## config.mk

```make
export PLATFORM = sky130hd
export DESIGN_NAME = edf_unit_task_scheduler_unit
export DESIGN_NICKNAME = d
export VERILOG_FILES = /design/src/design/edfts_pkg.sv /design/src/design/edfts_ram.sv /design/src/design/edfts_ctrl.sv /design/src/design/edfts_dp.sv /design/src/design/edf_unit_task_scheduler_unit.sv
export VERILOG_INCLUDE_DIRS = /design/src /design/src/design
export SDC_FILE = /design/constraint.sdc
export NUM_CORES = 1
export LEC_CHECK = 0
export BUFFER_PORTS_ARGS = -buffer_cell sky130_fd_sc_hd__buf_2
export CORE_MARGIN = 2
export CORE_UTILIZATION = 50
export DETAILED_ROUTE_END_ITERATION = 16
export GPL_ROUTABILITY_DRIVEN = 0
export GPL_TIMING_DRIVEN = 0
export PLACE_DENSITY = 0.66
export SYNTH_ARGS = -nofsm -noshare
export SYNTH_HDL_FRONTEND = slang
export SYNTH_HIERARCHICAL = 1
export SYNTH_SLANG_ARGS = --single-unit
```

## constraint.sdc

```tcl
create_clock -name clk -period 15.81 [get_ports clk]
set_input_delay 3.162 -clock clk [delete_from_list [all_inputs] [get_ports clk]]
set_output_delay 3.162 -clock clk [all_outputs]
set_load 0.005 [all_outputs]
```

## src/design/edf_unit_task_scheduler_unit_defines.svh

```systemverilog
// Assertion macros used by the scheduler datapath module.
`ifndef EDF_UNIT_TASK_SCHEDULER_UNIT_DEFINES_SVH
`define EDF_UNIT_TASK_SCHEDULER_UNIT_DEFINES_SVH

`ifndef SYNTH
`define EDFTS_ASSERT_IMPL(lbl, ck, rn, ante, cons) \
	lbl: assert property (@(posedge ck) disable iff (!rn) (ante) |-> (cons)) \
		else $error("scheduler assertion violated");
`define EDFTS_ASSERT_NEXT(lbl, ck, rn, ante, cons) \
	lbl: assert property (@(posedge ck) disable iff (!rn) (ante) |=> (cons)) \
		else $error("scheduler assertion violated");
`else
`define EDFTS_ASSERT_IMPL(lbl, ck, rn, ante, cons)
`define EDFTS_ASSERT_NEXT(lbl, ck, rn, ante, cons)
`endif

`endif

```

## src/design/edfts_pkg.sv

```systemverilog
package edfts_pkg;

	localparam int MAX_JOBS  = 16;
	localparam int DAY_WIDTH = 16;
	localparam int IDX_W     = (MAX_JOBS > 1) ? $clog2(MAX_JOBS) : 1;
	localparam int CNT_W     = $clog2(MAX_JOBS + 1);

	localparam int OP_W    = 2;
	localparam int ID_W    = 8;
	localparam int DL_W    = 16;
	localparam int UNITS_W = 16;
	localparam int OC_W    = 3;
	localparam int CMP_W   = (DL_W > DAY_WIDTH + 1) ? DL_W : DAY_WIDTH + 1;

	localparam int IN_FIELDS_W = ID_W + DL_W + UNITS_W + 1;
	localparam int IN_DATA_W   = ((IN_FIELDS_W + 7) / 8) * 8;
	localparam int OUT_DATA_W  = ID_W;

	localparam logic [OP_W-1:0] OP_RELEASE = OP_W'(0);
	localparam logic [OP_W-1:0] OP_TICK    = OP_W'(1);
	localparam logic [OP_W-1:0] OP_FINISH  = OP_W'(2);

	typedef enum logic [OC_W-1:0] {
		OC_RELEASED,
		OC_FULL,
		OC_IDLE,
		OC_WORKED,
		OC_BLOCKED,
		OC_MISSED,
		OC_FIN_OK,
		OC_FIN_FAIL
	} outcome_t;

	typedef struct packed {
		logic [ID_W-1:0]    id;
		logic [DL_W-1:0]    deadline;
		logic [UNITS_W-1:0] remaining;
	} entry_t;

	typedef struct packed {
		logic latch;
		logic rel_exec;
		logic tick_exec;
		logic scan;
		logic decide;
		logic fin_exec;
		logic emit;
	} ctl_cmd_t;

	typedef struct packed {
		logic blocked;
		logic scan_done;
		logic out_free;
	} ctl_sts_t;

endpackage

```

## src/design/edfts_ram.sv

```systemverilog
module edfts_ram #(
	parameter int WIDTH = 8,
	parameter int DEPTH = 16,
	localparam int AW = (DEPTH > 1) ? $clog2(DEPTH) : 1
) (
	input  logic             clk,
	input  logic             we,
	input  logic [AW-1:0]    waddr,
	input  logic [WIDTH-1:0] wdata,
	input  logic [AW-1:0]    raddr,
	output logic [WIDTH-1:0] rdata
);

	logic [WIDTH-1:0] mem_q [DEPTH];

	always_ff @(posedge clk) begin
		if (we) begin
			mem_q[waddr] <= wdata;
		end
		rdata <= mem_q[raddr];
	end

endmodule

```

## src/design/edfts_ctrl.sv

```systemverilog
module edfts_ctrl (
	input  logic                        clk,
	input  logic                        arst_n,
	input  logic                        s_tvalid,
	input  logic [edfts_pkg::OP_W-1:0]  opcode,
	output logic                        s_tready,
	output edfts_pkg::ctl_cmd_t         cmd,
	input  edfts_pkg::ctl_sts_t         sts
);
	import edfts_pkg::*;

	typedef enum logic [2:0] {
		ST_IDLE,
		ST_REL,
		ST_TICK,
		ST_SCAN,
		ST_DECIDE,
		ST_FIN,
		ST_RESP
	} state_t;

	state_t state_q;

	always_comb begin
		cmd      = '0;
		s_tready = (state_q == ST_IDLE);
		case (state_q)
			ST_IDLE:   cmd.latch     = s_tvalid;
			ST_REL:    cmd.rel_exec  = 1'b1;
			ST_TICK:   cmd.tick_exec = 1'b1;
			ST_SCAN:   cmd.scan      = 1'b1;
			ST_DECIDE: cmd.decide    = 1'b1;
			ST_FIN:    cmd.fin_exec  = 1'b1;
			ST_RESP:   cmd.emit      = sts.out_free;
			default:   cmd           = '0;
		endcase
	end

	always_ff @(posedge clk or negedge arst_n) begin
		if (!arst_n) begin
			state_q <= ST_IDLE;
		end else begin
			case (state_q)
				ST_IDLE: begin
					if (s_tvalid) begin
						case (opcode)
							OP_RELEASE: state_q <= ST_REL;
							OP_TICK:    state_q <= ST_TICK;
							OP_FINISH:  state_q <= ST_FIN;
							default:    state_q <= ST_IDLE;
						endcase
					end
				end
				ST_REL:    state_q <= ST_RESP;
				ST_TICK:   state_q <= sts.blocked ? ST_RESP : ST_SCAN;
				ST_SCAN: begin
					if (sts.scan_done) begin
						state_q <= ST_DECIDE;
					end
				end
				ST_DECIDE: state_q <= ST_RESP;
				ST_FIN:    state_q <= ST_RESP;
				ST_RESP: begin
					if (sts.out_free) begin
						state_q <= ST_IDLE;
					end
				end
				default:   state_q <= ST_IDLE;
			endcase
		end
	end

endmodule

```

## src/design/edfts_dp.sv

```systemverilog
`include "edf_unit_task_scheduler_unit_defines.svh"

module edfts_dp (
	input  logic                             clk,
	input  logic                             arst_n,
	input  edfts_pkg::ctl_cmd_t              cmd,
	output edfts_pkg::ctl_sts_t              sts,
	input  logic [edfts_pkg::IN_DATA_W-1:0]  in_data,
	input  logic                             m_tready,
	output logic                             m_tvalid,
	output logic [edfts_pkg::OUT_DATA_W-1:0] m_tdata,
	output logic [edfts_pkg::OC_W-1:0]       m_tuser
);
	import edfts_pkg::*;

	localparam int DL_LSB  = ID_W;
	localparam int UN_LSB  = ID_W + DL_W;
	localparam int BLK_BIT = ID_W + DL_W + UNITS_W;

	logic [ID_W-1:0]      id_q;
	logic [DL_W-1:0]      dl_q;
	logic [UNITS_W-1:0]   units_q;
	logic                 blk_q;

	logic [MAX_JOBS-1:0]  valid_q;
	logic [DAY_WIDTH-1:0] day_q;
	logic [CMP_W-1:0]     today_q;
	logic                 failed_q;

	logic [CNT_W-1:0]     cnt_q;
	logic                 cmp_vld_s1;
	logic [IDX_W-1:0]     cmp_idx_s1;

	logic                 best_found_q;
	logic [IDX_W-1:0]     best_idx_q;
	logic [ID_W-1:0]      best_id_q;
	logic [DL_W-1:0]      best_dl_q;
	logic [UNITS_W-1:0]   best_rem_q;

	outcome_t             res_oc_q;
	logic [ID_W-1:0]      res_id_q;
	logic                 out_valid_q;
	outcome_t             out_oc_q;
	logic [ID_W-1:0]      out_id_q;

	logic                 free_found;
	logic [IDX_W-1:0]     free_idx;
	logic                 issue;
	logic                 take;
	logic                 missed;
	logic                 rel_store;
	logic                 ram_we;
	logic [IDX_W-1:0]     ram_waddr;
	entry_t               ram_wdata;
	entry_t               rd_entry;

	always_comb begin
		free_found = 1'b0;
		free_idx   = '0;
		for (int k = MAX_JOBS - 1; k >= 0; k--) begin
			if (!valid_q[k]) begin
				free_found = 1'b1;
				free_idx   = IDX_W'(k);
			end
		end
	end

	assign issue     = cmd.scan && (cnt_q < CNT_W'(MAX_JOBS));
	assign take      = cmp_vld_s1 && valid_q[cmp_idx_s1]
		&& (!best_found_q || (rd_entry.deadline < best_dl_q));
	assign missed    = CMP_W'(best_dl_q) < today_q;
	assign rel_store = cmd.rel_exec && (units_q != '0) && free_found;

	always_comb begin
		ram_we              = rel_store;
		ram_waddr           = free_idx;
		ram_wdata.id        = id_q;
		ram_wdata.deadline  = dl_q;
		ram_wdata.remaining = units_q;
		if (cmd.decide && best_found_q && !missed) begin
			ram_we              = 1'b1;
			ram_waddr           = best_idx_q;
			ram_wdata.id        = best_id_q;
			ram_wdata.deadline  = best_dl_q;
			ram_wdata.remaining = best_rem_q - UNITS_W'(1);
		end
	end

	edfts_ram #(
		.WIDTH($bits(entry_t)),
		.DEPTH(MAX_JOBS)
	) u_table (
		.clk   (clk),
		.we    (ram_we),
		.waddr (ram_waddr),
		.wdata (ram_wdata),
		.raddr (cnt_q[IDX_W-1:0]),
		.rdata (rd_entry)
	);

	always_ff @(posedge clk or negedge arst_n) begin
		if (!arst_n) begin
			valid_q      <= '0;
			day_q        <= '0;
			failed_q     <= 1'b0;
			cnt_q        <= '0;
			cmp_vld_s1   <= 1'b0;
			best_found_q <= 1'b0;
			out_valid_q  <= 1'b0;
		end else begin
			cmp_vld_s1 <= issue;
			if (issue) begin
				cnt_q <= cnt_q + CNT_W'(1);
			end
			if (take) begin
				best_found_q <= 1'b1;
			end
			if (cmd.tick_exec) begin
				cnt_q        <= '0;
				best_found_q <= 1'b0;
				if (day_q != '1) begin
					day_q <= day_q + DAY_WIDTH'(1);
				end
			end
			if (rel_store) begin
				valid_q[free_idx] <= 1'b1;
			end
			if (cmd.rel_exec && (units_q != '0) && !free_found) begin
				failed_q <= 1'b1;
			end
			if (cmd.decide && best_found_q) begin
				if (missed) begin
					failed_q <= 1'b1;
				end else if (best_rem_q == UNITS_W'(1)) begin
					valid_q[best_idx_q] <= 1'b0;
				end
			end
			if (cmd.emit) begin
				out_valid_q <= 1'b1;
			end else if (m_tready) begin
				out_valid_q <= 1'b0;
			end
		end
	end

	always_ff @(posedge clk) begin
		if (cmd.latch) begin
			id_q    <= in_data[ID_W-1:0];
			dl_q    <= in_data[DL_LSB +: DL_W];
			units_q <= in_data[UN_LSB +: UNITS_W];
			blk_q   <= in_data[BLK_BIT];
		end
		cmp_idx_s1 <= cnt_q[IDX_W-1:0];
		if (take) begin
			best_idx_q <= cmp_idx_s1;
			best_id_q  <= rd_entry.id;
			best_dl_q  <= rd_entry.deadline;
			best_rem_q <= rd_entry.remaining;
		end
		if (cmd.tick_exec) begin
			today_q  <= CMP_W'(day_q) + CMP_W'(1);
			res_oc_q <= OC_BLOCKED;
			res_id_q <= '0;
		end
		if (cmd.rel_exec) begin
			res_oc_q <= ((units_q == '0) || free_found) ? OC_RELEASED : OC_FULL;
			res_id_q <= '0;
		end
		if (cmd.fin_exec) begin
			res_oc_q <= ((valid_q == '0) && !failed_q) ? OC_FIN_OK : OC_FIN_FAIL;
			res_id_q <= '0;
		end
		if (cmd.decide) begin
			if (!best_found_q) begin
				res_oc_q <= OC_IDLE;
				res_id_q <= '0;
			end else if (missed) begin
				res_oc_q <= OC_MISSED;
				res_id_q <= '0;
			end else begin
				res_oc_q <= OC_WORKED;
				res_id_q <= best_id_q;
			end
		end
		if (cmd.emit) begin
			out_oc_q <= res_oc_q;
			out_id_q <= res_id_q;
		end
	end

	assign sts.blocked   = blk_q;
	assign sts.scan_done = (cnt_q == CNT_W'(MAX_JOBS)) && !cmp_vld_s1;
	assign sts.out_free  = !out_valid_q || m_tready;

	assign m_tvalid = out_valid_q;
	assign m_tdata  = out_id_q;
	assign m_tuser  = out_oc_q;

	`EDFTS_ASSERT_NEXT(a_failed_sticky, clk, arst_n, failed_q, failed_q)
	`EDFTS_ASSERT_NEXT(a_day_nonzero, clk, arst_n, cmd.tick_exec, day_q != '0)
	`EDFTS_ASSERT_IMPL(a_emit_free, clk, arst_n, cmd.emit, !out_valid_q || m_tready)
	`EDFTS_ASSERT_IMPL(a_id_only_worked, clk, arst_n,
		out_valid_q && (out_oc_q != OC_WORKED), out_id_q == '0)
	`EDFTS_ASSERT_IMPL(a_scan_no_write, clk, arst_n, cmd.scan, !ram_we)

endmodule

```

## src/design/edf_unit_task_scheduler_unit.sv

```systemverilog
// Release, finish and blocked-day tick: after acceptance the word passes its execute state, and
// ST_RESP then loads the result into the output register once it is free. Free-day tick: ST_SCAN
// reads the 16 table entries one per cycle from a RAM with registered read, then ST_DECIDE, ST_RESP.
// One word is handled at a time, and a word with the unused opcode is dropped on acceptance.
// The next input word is accepted the cycle after the result enters the output register.
// arst_n clears the valid bits, day count, failure flag and control; table data needs no clearing.
module edf_unit_task_scheduler_unit (
	input  logic                             clk,
	input  logic                             arst_n,
	input  logic                             s_tvalid,
	output logic                             s_tready,
	// job_id [7:0], deadline_day [23:8], work_units [39:24], blocked_day [40], zero pad
	input  logic [edfts_pkg::IN_DATA_W-1:0]  s_tdata,
	// opcode [1:0]
	input  logic [edfts_pkg::OP_W-1:0]       s_tuser,
	output logic                             m_tvalid,
	input  logic                             m_tready,
	// served_id [7:0]
	output logic [edfts_pkg::OUT_DATA_W-1:0] m_tdata,
	// outcome [2:0]
	output logic [edfts_pkg::OC_W-1:0]       m_tuser
);
	import edfts_pkg::*;

	ctl_cmd_t cmd;
	ctl_sts_t sts;

	edfts_ctrl u_ctrl (
		.clk      (clk),
		.arst_n   (arst_n),
		.s_tvalid (s_tvalid),
		.opcode   (s_tuser),
		.s_tready (s_tready),
		.cmd      (cmd),
		.sts      (sts)
	);

	edfts_dp u_dp (
		.clk      (clk),
		.arst_n   (arst_n),
		.cmd      (cmd),
		.sts      (sts),
		.in_data  (s_tdata),
		.m_tready (m_tready),
		.m_tvalid (m_tvalid),
		.m_tdata  (m_tdata),
		.m_tuser  (m_tuser)
	);

endmodule
```

==> results of run 1 <==
worst min path at each step:
stage | from | end | slack [ns] | cells past startpoint
2_1_floorplan | u_dp/u_table/rdata[32] | u_dp/best_id_q[0] | 0.39 | 0
4_1_cts | u_dp/u_table/rdata[0] | u_dp/best_rem_q[0] | 0.40 | 0
3_5_place_dp | u_dp/u_table/rdata[35] | u_dp/best_id_q[3] | 0.39 | 0
6_report | u_dp/u_table/rdata[32] | u_dp/best_id_q[0] | 0.40 | 0
5_1_grt | u_dp/u_table/rdata[12] | u_dp/best_rem_q[12] | 0.41 | 0
3_3_place_gp | u_dp/u_table/rdata[37] | u_dp/best_id_q[5] | 0.39 | 0
logic make-up (layout without fill, tap and decap cells):
kind of cell / after synthesis / in the layout / share of synthesized area [%]
buffers and inverters: 110 / 372 / 1.91
other: 0 / 1 / 0
AO/OA/AOI/OAI: 188 / 188 / 3.95
AND/OR/NAND/NOR: 256 / 256 / 3.90
adder cells (fa/ha/maj): 35 / 35 / 1.32
XOR/XNOR: 44 / 44 / 1.16
flip-flops: 852 / 852 / 75.0
multiplexers: 193 / 193 / 12.8
state kept, by name, indices dropped and copies added, names as in the netlist, 4 cells and up:
register and count:
u_dp/best_dl_q 16, u_dp/best_id_q 8, u_dp/best_idx_q 4, u_dp/best_rem_q 16, u_dp/cmp_idx_s1 4, u_dp/cnt_q 5, u_dp/day_q 16, u_dp/dl_q 16
u_dp/id_q 8, u_dp/m_tdata 8, u_dp/res_id_q 8, u_dp/today_q 17, u_dp/u_table/mem_q 640, u_dp/u_table/rdata 40, u_dp/units_q 16, u_dp/valid_q 16
Yosys cell counts (2+ instances only):
| cell | number | share of area [%] |
|---|---|---|
| ha_1 | 35 | 1.3 |
| mux2i_1 | 2 | 0.060 |
| dfrtp_1 | 44 | 3.3 |
| a41oi_1 | 2 | 0.053 |
| a31oi_1 | 22 | 0.41 |
| nor2_1 | 66 | 0.75 |
| nand3_1 | 14 | 0.21 |
| mux4_2 | 104 | 7.0 |
| nor4b_1 | 3 | 0.079 |
| nand4_1 | 10 | 0.19 |
| o31ai_1 | 4 | 0.090 |
| dfxtp_1 | 44 | 2.7 |
| edfxtp_1 | 764 | 69 |
| buf_1 | 3 | 0.034 |
| o21a_1 | 3 | 0.068 |
| inv_1 | 39 | 0.44 |
| and3_1 | 6 | 0.11 |
| o21ai_0 | 11 | 0.17 |
| a22oi_1 | 81 | 1.8 |
| nor3_1 | 11 | 0.17 |
| o211a_1 | 2 | 0.060 |
| o21ai_1 | 2 | 0.030 |
| or3_1 | 3 | 0.056 |
| nand3b_1 | 5 | 0.11 |
| nor4_1 | 9 | 0.17 |
| xor2_1 | 15 | 0.40 |
| a211oi_1 | 2 | 0.045 |
| buf_6 | 2 | 0.068 |
| a21o_1 | 9 | 0.20 |
| mux4_1 | 60 | 4.7 |
| mux2_1 | 24 | 0.81 |
| buf_12 | 11 | 0.66 |
| buf_2 | 18 | 0.27 |
| xnor2_1 | 29 | 0.76 |
| nor2b_1 | 11 | 0.21 |
| and2_1 | 14 | 0.26 |
| a21oi_1 | 37 | 0.56 |
| nand2_1 | 74 | 0.84 |
| mux2_2 | 3 | 0.10 |
| nand2b_1 | 14 | 0.26 |
| clkbuf_1 | 36 | 0.41 |
worst max-delay path: stages, from the launching register on:
cell      delay (ns)
edfxtp_1        0.51
ha_1            0.34
a21o_1          0.19
a21oi_1         0.20
nand4_1         0.28
o211a_1         0.30
clkbuf_1        0.39
clkbuf_1        0.44
o21ai_0         0.92
nand2_1         0.50
nor2_4          0.89
buf_12          0.29
where the power goes:
group	leakage (nW)	switching [W]	internal, W
Sequential	7.86	0.000132	0.00276
Clock	1.49	0.000842	0.00129
Combinational	3.51	0.000674	0.000484
layer usage:
metal | wire, µm | GRT usage, %
met3 | 5430 | 3.49
met4 | 1900 | 6.49
met5 | 0 | 0
met1 | 31700 | 32.4
met2 | 36800 | 36.6
through the flow:
| step | setup slack (ns) | instances | power, W | cell area, µm² | util (%) |
|---|---|---|---|---|---|
| CTS | 10.15 | 2804 | 0.00623 | 38500 | 58.5 |
| finish | 10.19 | 2805 | 0.00618 | 38500 | 58.5 |
| global route | 9.92 | 2804 | 0.00642 | 38500 | 58.5 |
| floorplan | 10.03 | 1678 | 0.00368 | 33200 | - |
| global placement | 5.27 | 2601 | 0.00402 | 34600 | 52.6 |
| detailed placement | 10.20 | 2643 | 0.00410 | 35400 | 53.9 |
layout make-up:
| class | count | share of cell area [%] |
|---|---|---|
| diodes | 1 | 0.00650 |
| plain buffers | 71 | 1.27 |
| clock buffers | 117 | 6.46 |
| clock inverters | 44 | 1.41 |
| inverters | 39 | 0.381 |
| multi-input cells | 716 | 20.3 |
| flip-flops and latches | 852 | 64.8 |
| well taps | 864 | 2.81 |
| repair buffers | 101 | 2.62 |
cell usage in the layout (no fill, tap or decap), types with 10 or more instances in the layout:
master / n
inv_1: 39
nand4_1: 10
ha_1: 35
nor2_4: 13
nor2_1: 53
xor2_1: 15
clkbuf_16: 91
clkbuf_1: 51
buf_12: 24
a22oi_1: 81
o21ai_0: 11
xnor2_1: 29
and2_1: 13
nor2b_1: 11
buf_2: 77
mux2_1: 24
bufinv_16: 11
clkbuf_8: 11
a21oi_1: 37
nand2b_1: 14
nand2_1: 74
mux4_1: 60
dfxtp_1: 44
a31oi_1: 22
buf_6: 20
clkinv_2: 15
dfrtp_1: 44
nand3_1: 14
edfxtp_1: 764
mux4_2: 104
clkinv_1: 12
==> run metrics, run 1 <==
register area=~25000 µm²; largest net degree at the start of global routing=45; Required @ worst endpoint=approximately 16 ns; synthesized flop and latch total=852; Worst-path clk slew=0.06 ns; asr flop ratio synth=5.16%; Clock Tree Buf Depth=3; vias per cell=6.05; Gate Count Post-Synth=1678; Initial Utilization=50.5%; area of the multi-input gates=7790 µm²; Final Hold Vio Count=0; Num CTS Buffers=a little under 90; initial antenna violation count=1; clock sink count=around 850; area of the mapped netlist=around 33000 µm²; Hold WC Path Type=reg -> reg; first-pass GRT wire length=111000 µm; Worst VDD drop=0.0788 mV; Gates resized, CTS repair=0; DRT antenna net count=0; WL final=roughly 76000 µm; CP arrival=approximately 5.9 ns; skew final=0.0361 ns; critical path peak fanout=21; Seq/Total Area, Yosys=75.0%; Mapped Nets=1767; max_cap viols=0; fmax=178 MHz; RR Startpoint=u_dp/best_dl_q[11]; Crit Path Class=reg -> reg; Final setup viols=0; Slew HR=19.1%; Critical R2R Capture=u_dp/u_table/mem_q[3][33]; status=completed; setup repair bufs after CTS=0; CTS HTree Levels=3; First DRT Iteration DRCs=1631; Pins Over Slew Limit=0; DRC violations left=0; hold slack=between 0.4 and 0.5 ns; drt first pass iters=6; crit share post-route=between 30% and 40%; share of layout cells above drive strength 1=20.8%; Critical Path Start Type=register; Synth cell types=71; GRT Total Usage=between 20% and 30%; CORE AREA=approximately 66000 µm²; CP Capture Type=register; Die Area=slightly below 70000 µm²; die width=262 µm; Period minus WS final=5.62 ns; vias in the first global route=17200; Layout Nets=1957; YS warnings=6; area grow syn2layout=15.8%; R2R depth=11; Post-synth top flop=edfxtp_1; CP Launch Point=u_dp/best_dl_q[11]; Critical path destination=u_dp/u_table/mem_q[3][33]; WL/cell=27.0 µm; PwrDens=161 nW/µm²; Final TNS setup=0 ns; HPWL Detailed=48200 µm; EDFF count, synth=764; CTS tree=yes; io pins=67; routed via count=17000; unrepaired setup endpoints after global routing=no; fillcell total=about 4700; count of input and output buffers=just under 60; worst slew pin tran=1.21 ns; Avg Cell Area, Syn=about 20 µm²; Die Ht=262 µm; later-pin clock latency in the skew report=0.64 ns; Clock Tree Root=clkbuf_16; GR Overflow Total=0; flop-to-flop setup slack=10.19 ns; Leak Pwr=12.9 nW; Cell Rows=94; CTS Hold Bufs=0
No activity file was read; power rests on OpenSTA's default activity.
==> run 2: changes to the inputs <==
clock period = 5.3 ns   (was 15.81 ns; I/O delays follow)
==> run 2 against run 1 <==
Global-route usage rose by 0.055 points. Largest cell class unchanged. Register-to-register slack got worse by 9.9 ns. Core utilization is 0.23 points higher. Wire length grew 0.70%. Critical path depth is 1 higher. Sequential share of layout area down 0.25 points. Via count up 0.38%. Count of clock-buffer cells in the layout fell by 4. Total power increased to 3.0 times the previous value. Maximum frequency increased by 13%.
==> run metrics, run 2 (synthesis gave the netlist of run 1 again) <==
Final setup viols=0; max_cap viols=0; Worst-path clk slew=0.06 ns; Crit Path Class=reg -> reg; commonest non-fill, non-tap cell in the layout=edfxtp_1; Slew HR=18.3%; Period minus WS final=about 5.0 ns; Final Hold Vio Count=0; Clock Tree Buf Depth=3; WL/cell=27.2 µm; critical path peak fanout=16; die width=262 µm; Placed Instances=2636; DRC violations left=0; Cell Area, Placed=35600 µm²; met1 Use GR=about a third; WL final=~76000 µm; Bufs and invs on worst path=3; Pins Over Slew Limit=0; Hold WC Path Type=reg -> reg; area grow syn2layout=16.2%; Critical-path top delay cell=or3b_2; CP peak stage delay=0.68 ns; worst slew pin tran=1.22 ns; Die Ht=262 µm; PwrDens=476 nW/µm²; status=completed; initial antenna violation count=1; HPWL Detailed=47700 µm; io pins=67; GR Overflow Total=0; Critical Path Start Type=register; CP cell instances=ha_1, o2111a_1, a211oi_1, o21ai_1, o211a_2, buf_2, a211oi_1, a21o_1, or3b_2, nor2_4, buf_12, buf_16; CORE AREA=65700 µm²; share of layout cells above drive strength 1=20.9%; skew final=between 0.03 and 0.04 ns; Final Cell Area=38600 µm²; Biggest register=u_dp/u_table/mem_q; vias in the first global route=around 17000; fmax=approximately 200 MHz; largest net degree at the start of global routing=45; CTS HTree Levels=3; First DRT Iteration DRCs=between 1500 and 2000; largest registers=u_dp/u_table/mem_q: 640 flops, u_dp/u_table/rdata: 40 flops, u_dp/today_q: 17 flops; DRT antenna net count=0; Cell Rows=94; max reg flops=640; non-filler cells, final=2804; Leak Pwr=12.9 nW; CTS tree=yes; global routing's busiest layer=met2; Layout Nets=1956; CP arrival=5.33 ns; clock sink count=852; flop-to-flop setup slack=0.31 ns; Die Area=68500 µm²; GRT met3 Usage=approximately 4.7%; Worst VDD drop=~0.24 mV; routed via count=17000; fillcell total=4638; Clock Tree Root=clkbuf_16; count of input and output buffers=approximately 60; drt first pass iters=5; later-pin clock latency in the skew report=0.66 ns; CP Capture Type=register; crit-path most repeated cell=a211oi_1; first-pass GRT wire length=111000 µm; Required @ worst endpoint=between 5 and 6 ns; Worst path top cell family by delay=compound AO/OA/AOI/OAI gates; met2 track demand over resource=a little over a third; GRT Total Usage=a little under a quarter; vias per cell=6.07; unrepaired setup endpoints after global routing=no; crit share post-route=94.1%; commonest cells after routing, fill and taps aside=764 x edfxtp_1, 104 x mux4_2, 88 x clkbuf_16, 81 x a22oi_1, 77 x buf_2; Num CTS Buffers=87; CTS Hold Bufs=0; Initial Utilization=50.5%
## run 2: cell types whose count changed in the layout (fill, tap and decap cells not counted), sizes merged
cell | previous run | this run
nor2 | 66 | 69
clkinv | 29 | 36
bufinv | 11 | 10
inv | 42 | 39
clkinvlp | 1 | 2
buf | 136 | 133
clkbuf | 153 | 148
## run 2: per-layer routing
metal | wire length (µm) | part of all wire (%)
met1 | 31800 | 42
met5 | 0 | 0
met2 | 36400 | 48
met4 | 1690 | 2.2
met3 | 6490 | 8.5
## run 2: metrics by stage
step	setup TNS [ns]	utilization (%)	total power [W]	worst slack (ns)	hold slack, ns
floorplan	0	-	0.0110	0.480	0.386
detailed placement	-376.83	54.1	0.0123	-1.06	0.389
global placement	-1856.71	52.7	0.0120	-3.10	0.387
global route	0	58.7	0.0191	0.131	0.407
finish	0	58.7	0.0184	0.315	0.400
CTS	0	58.7	0.0185	0.0680	0.396
## run 2: final timing paths
check	startpoint	endpoint	cells after the start
worst min-delay path	u_dp/u_table/rdata[5]	u_dp/best_rem_q[5]	0
worst min register to register	u_dp/u_table/rdata[5]	u_dp/best_rem_q[5]	0
min in group asynchronous	arst_n	u_dp/day_q[8]	1
worst max register to register	u_dp/best_dl_q[12]	u_dp/u_table/mem_q[3][33]	12
max in group asynchronous	arst_n	u_dp/valid_q[0]	1
worst max-delay path	u_dp/best_dl_q[12]	u_dp/u_table/mem_q[3][33]	12
## run 2: area by class of cell
class	count	area (µm²)	area share, %
Tap cell	864	1080	2.80
Buffer	70	484	1.25
Clock inverter	48	606	1.57
Antenna cell	1	2.50	0.00648
Multi-Input combinational cell	719	7850	20.3
Clock buffer	113	2350	6.07
Inverter	39	146	0.379
Timing Repair Buffer	98	1180	3.05
Sequential cell	852	24900	64.5
## run 2: repair_timing
action / CTS / global route
setup buffers: 3 / 1
hold endpoints to repair: 0 / 0
setup endpoints to repair: 604 / 44
pin swaps: 5 / 2
gates cloned: 2 / 1
gates resized for setup: 8 / 0
## run 2: worst reg2reg max path: stages (launching register included)
cell	delay (ns)
edfxtp_1	0.50
ha_1	0.37
o2111a_1	0.20
a211oi_1	0.05
o21ai_1	0.50
o211a_2	0.60
buf_2	0.45
a211oi_1	0.11
a21o_1	0.23
or3b_2	0.68
nor2_4	0.50
buf_12	0.26
buf_16	0.20
## run 2: report_power, final
| group | switching, W | internal [W] | leakage, nW |
|---|---|---|---|
| logic | 0.00208 | 0.00147 | 3.57 |
| clock network | 0.00257 | 0.00364 | 1.43 |
| registers | 0.000392 | 0.00824 | 7.86 |
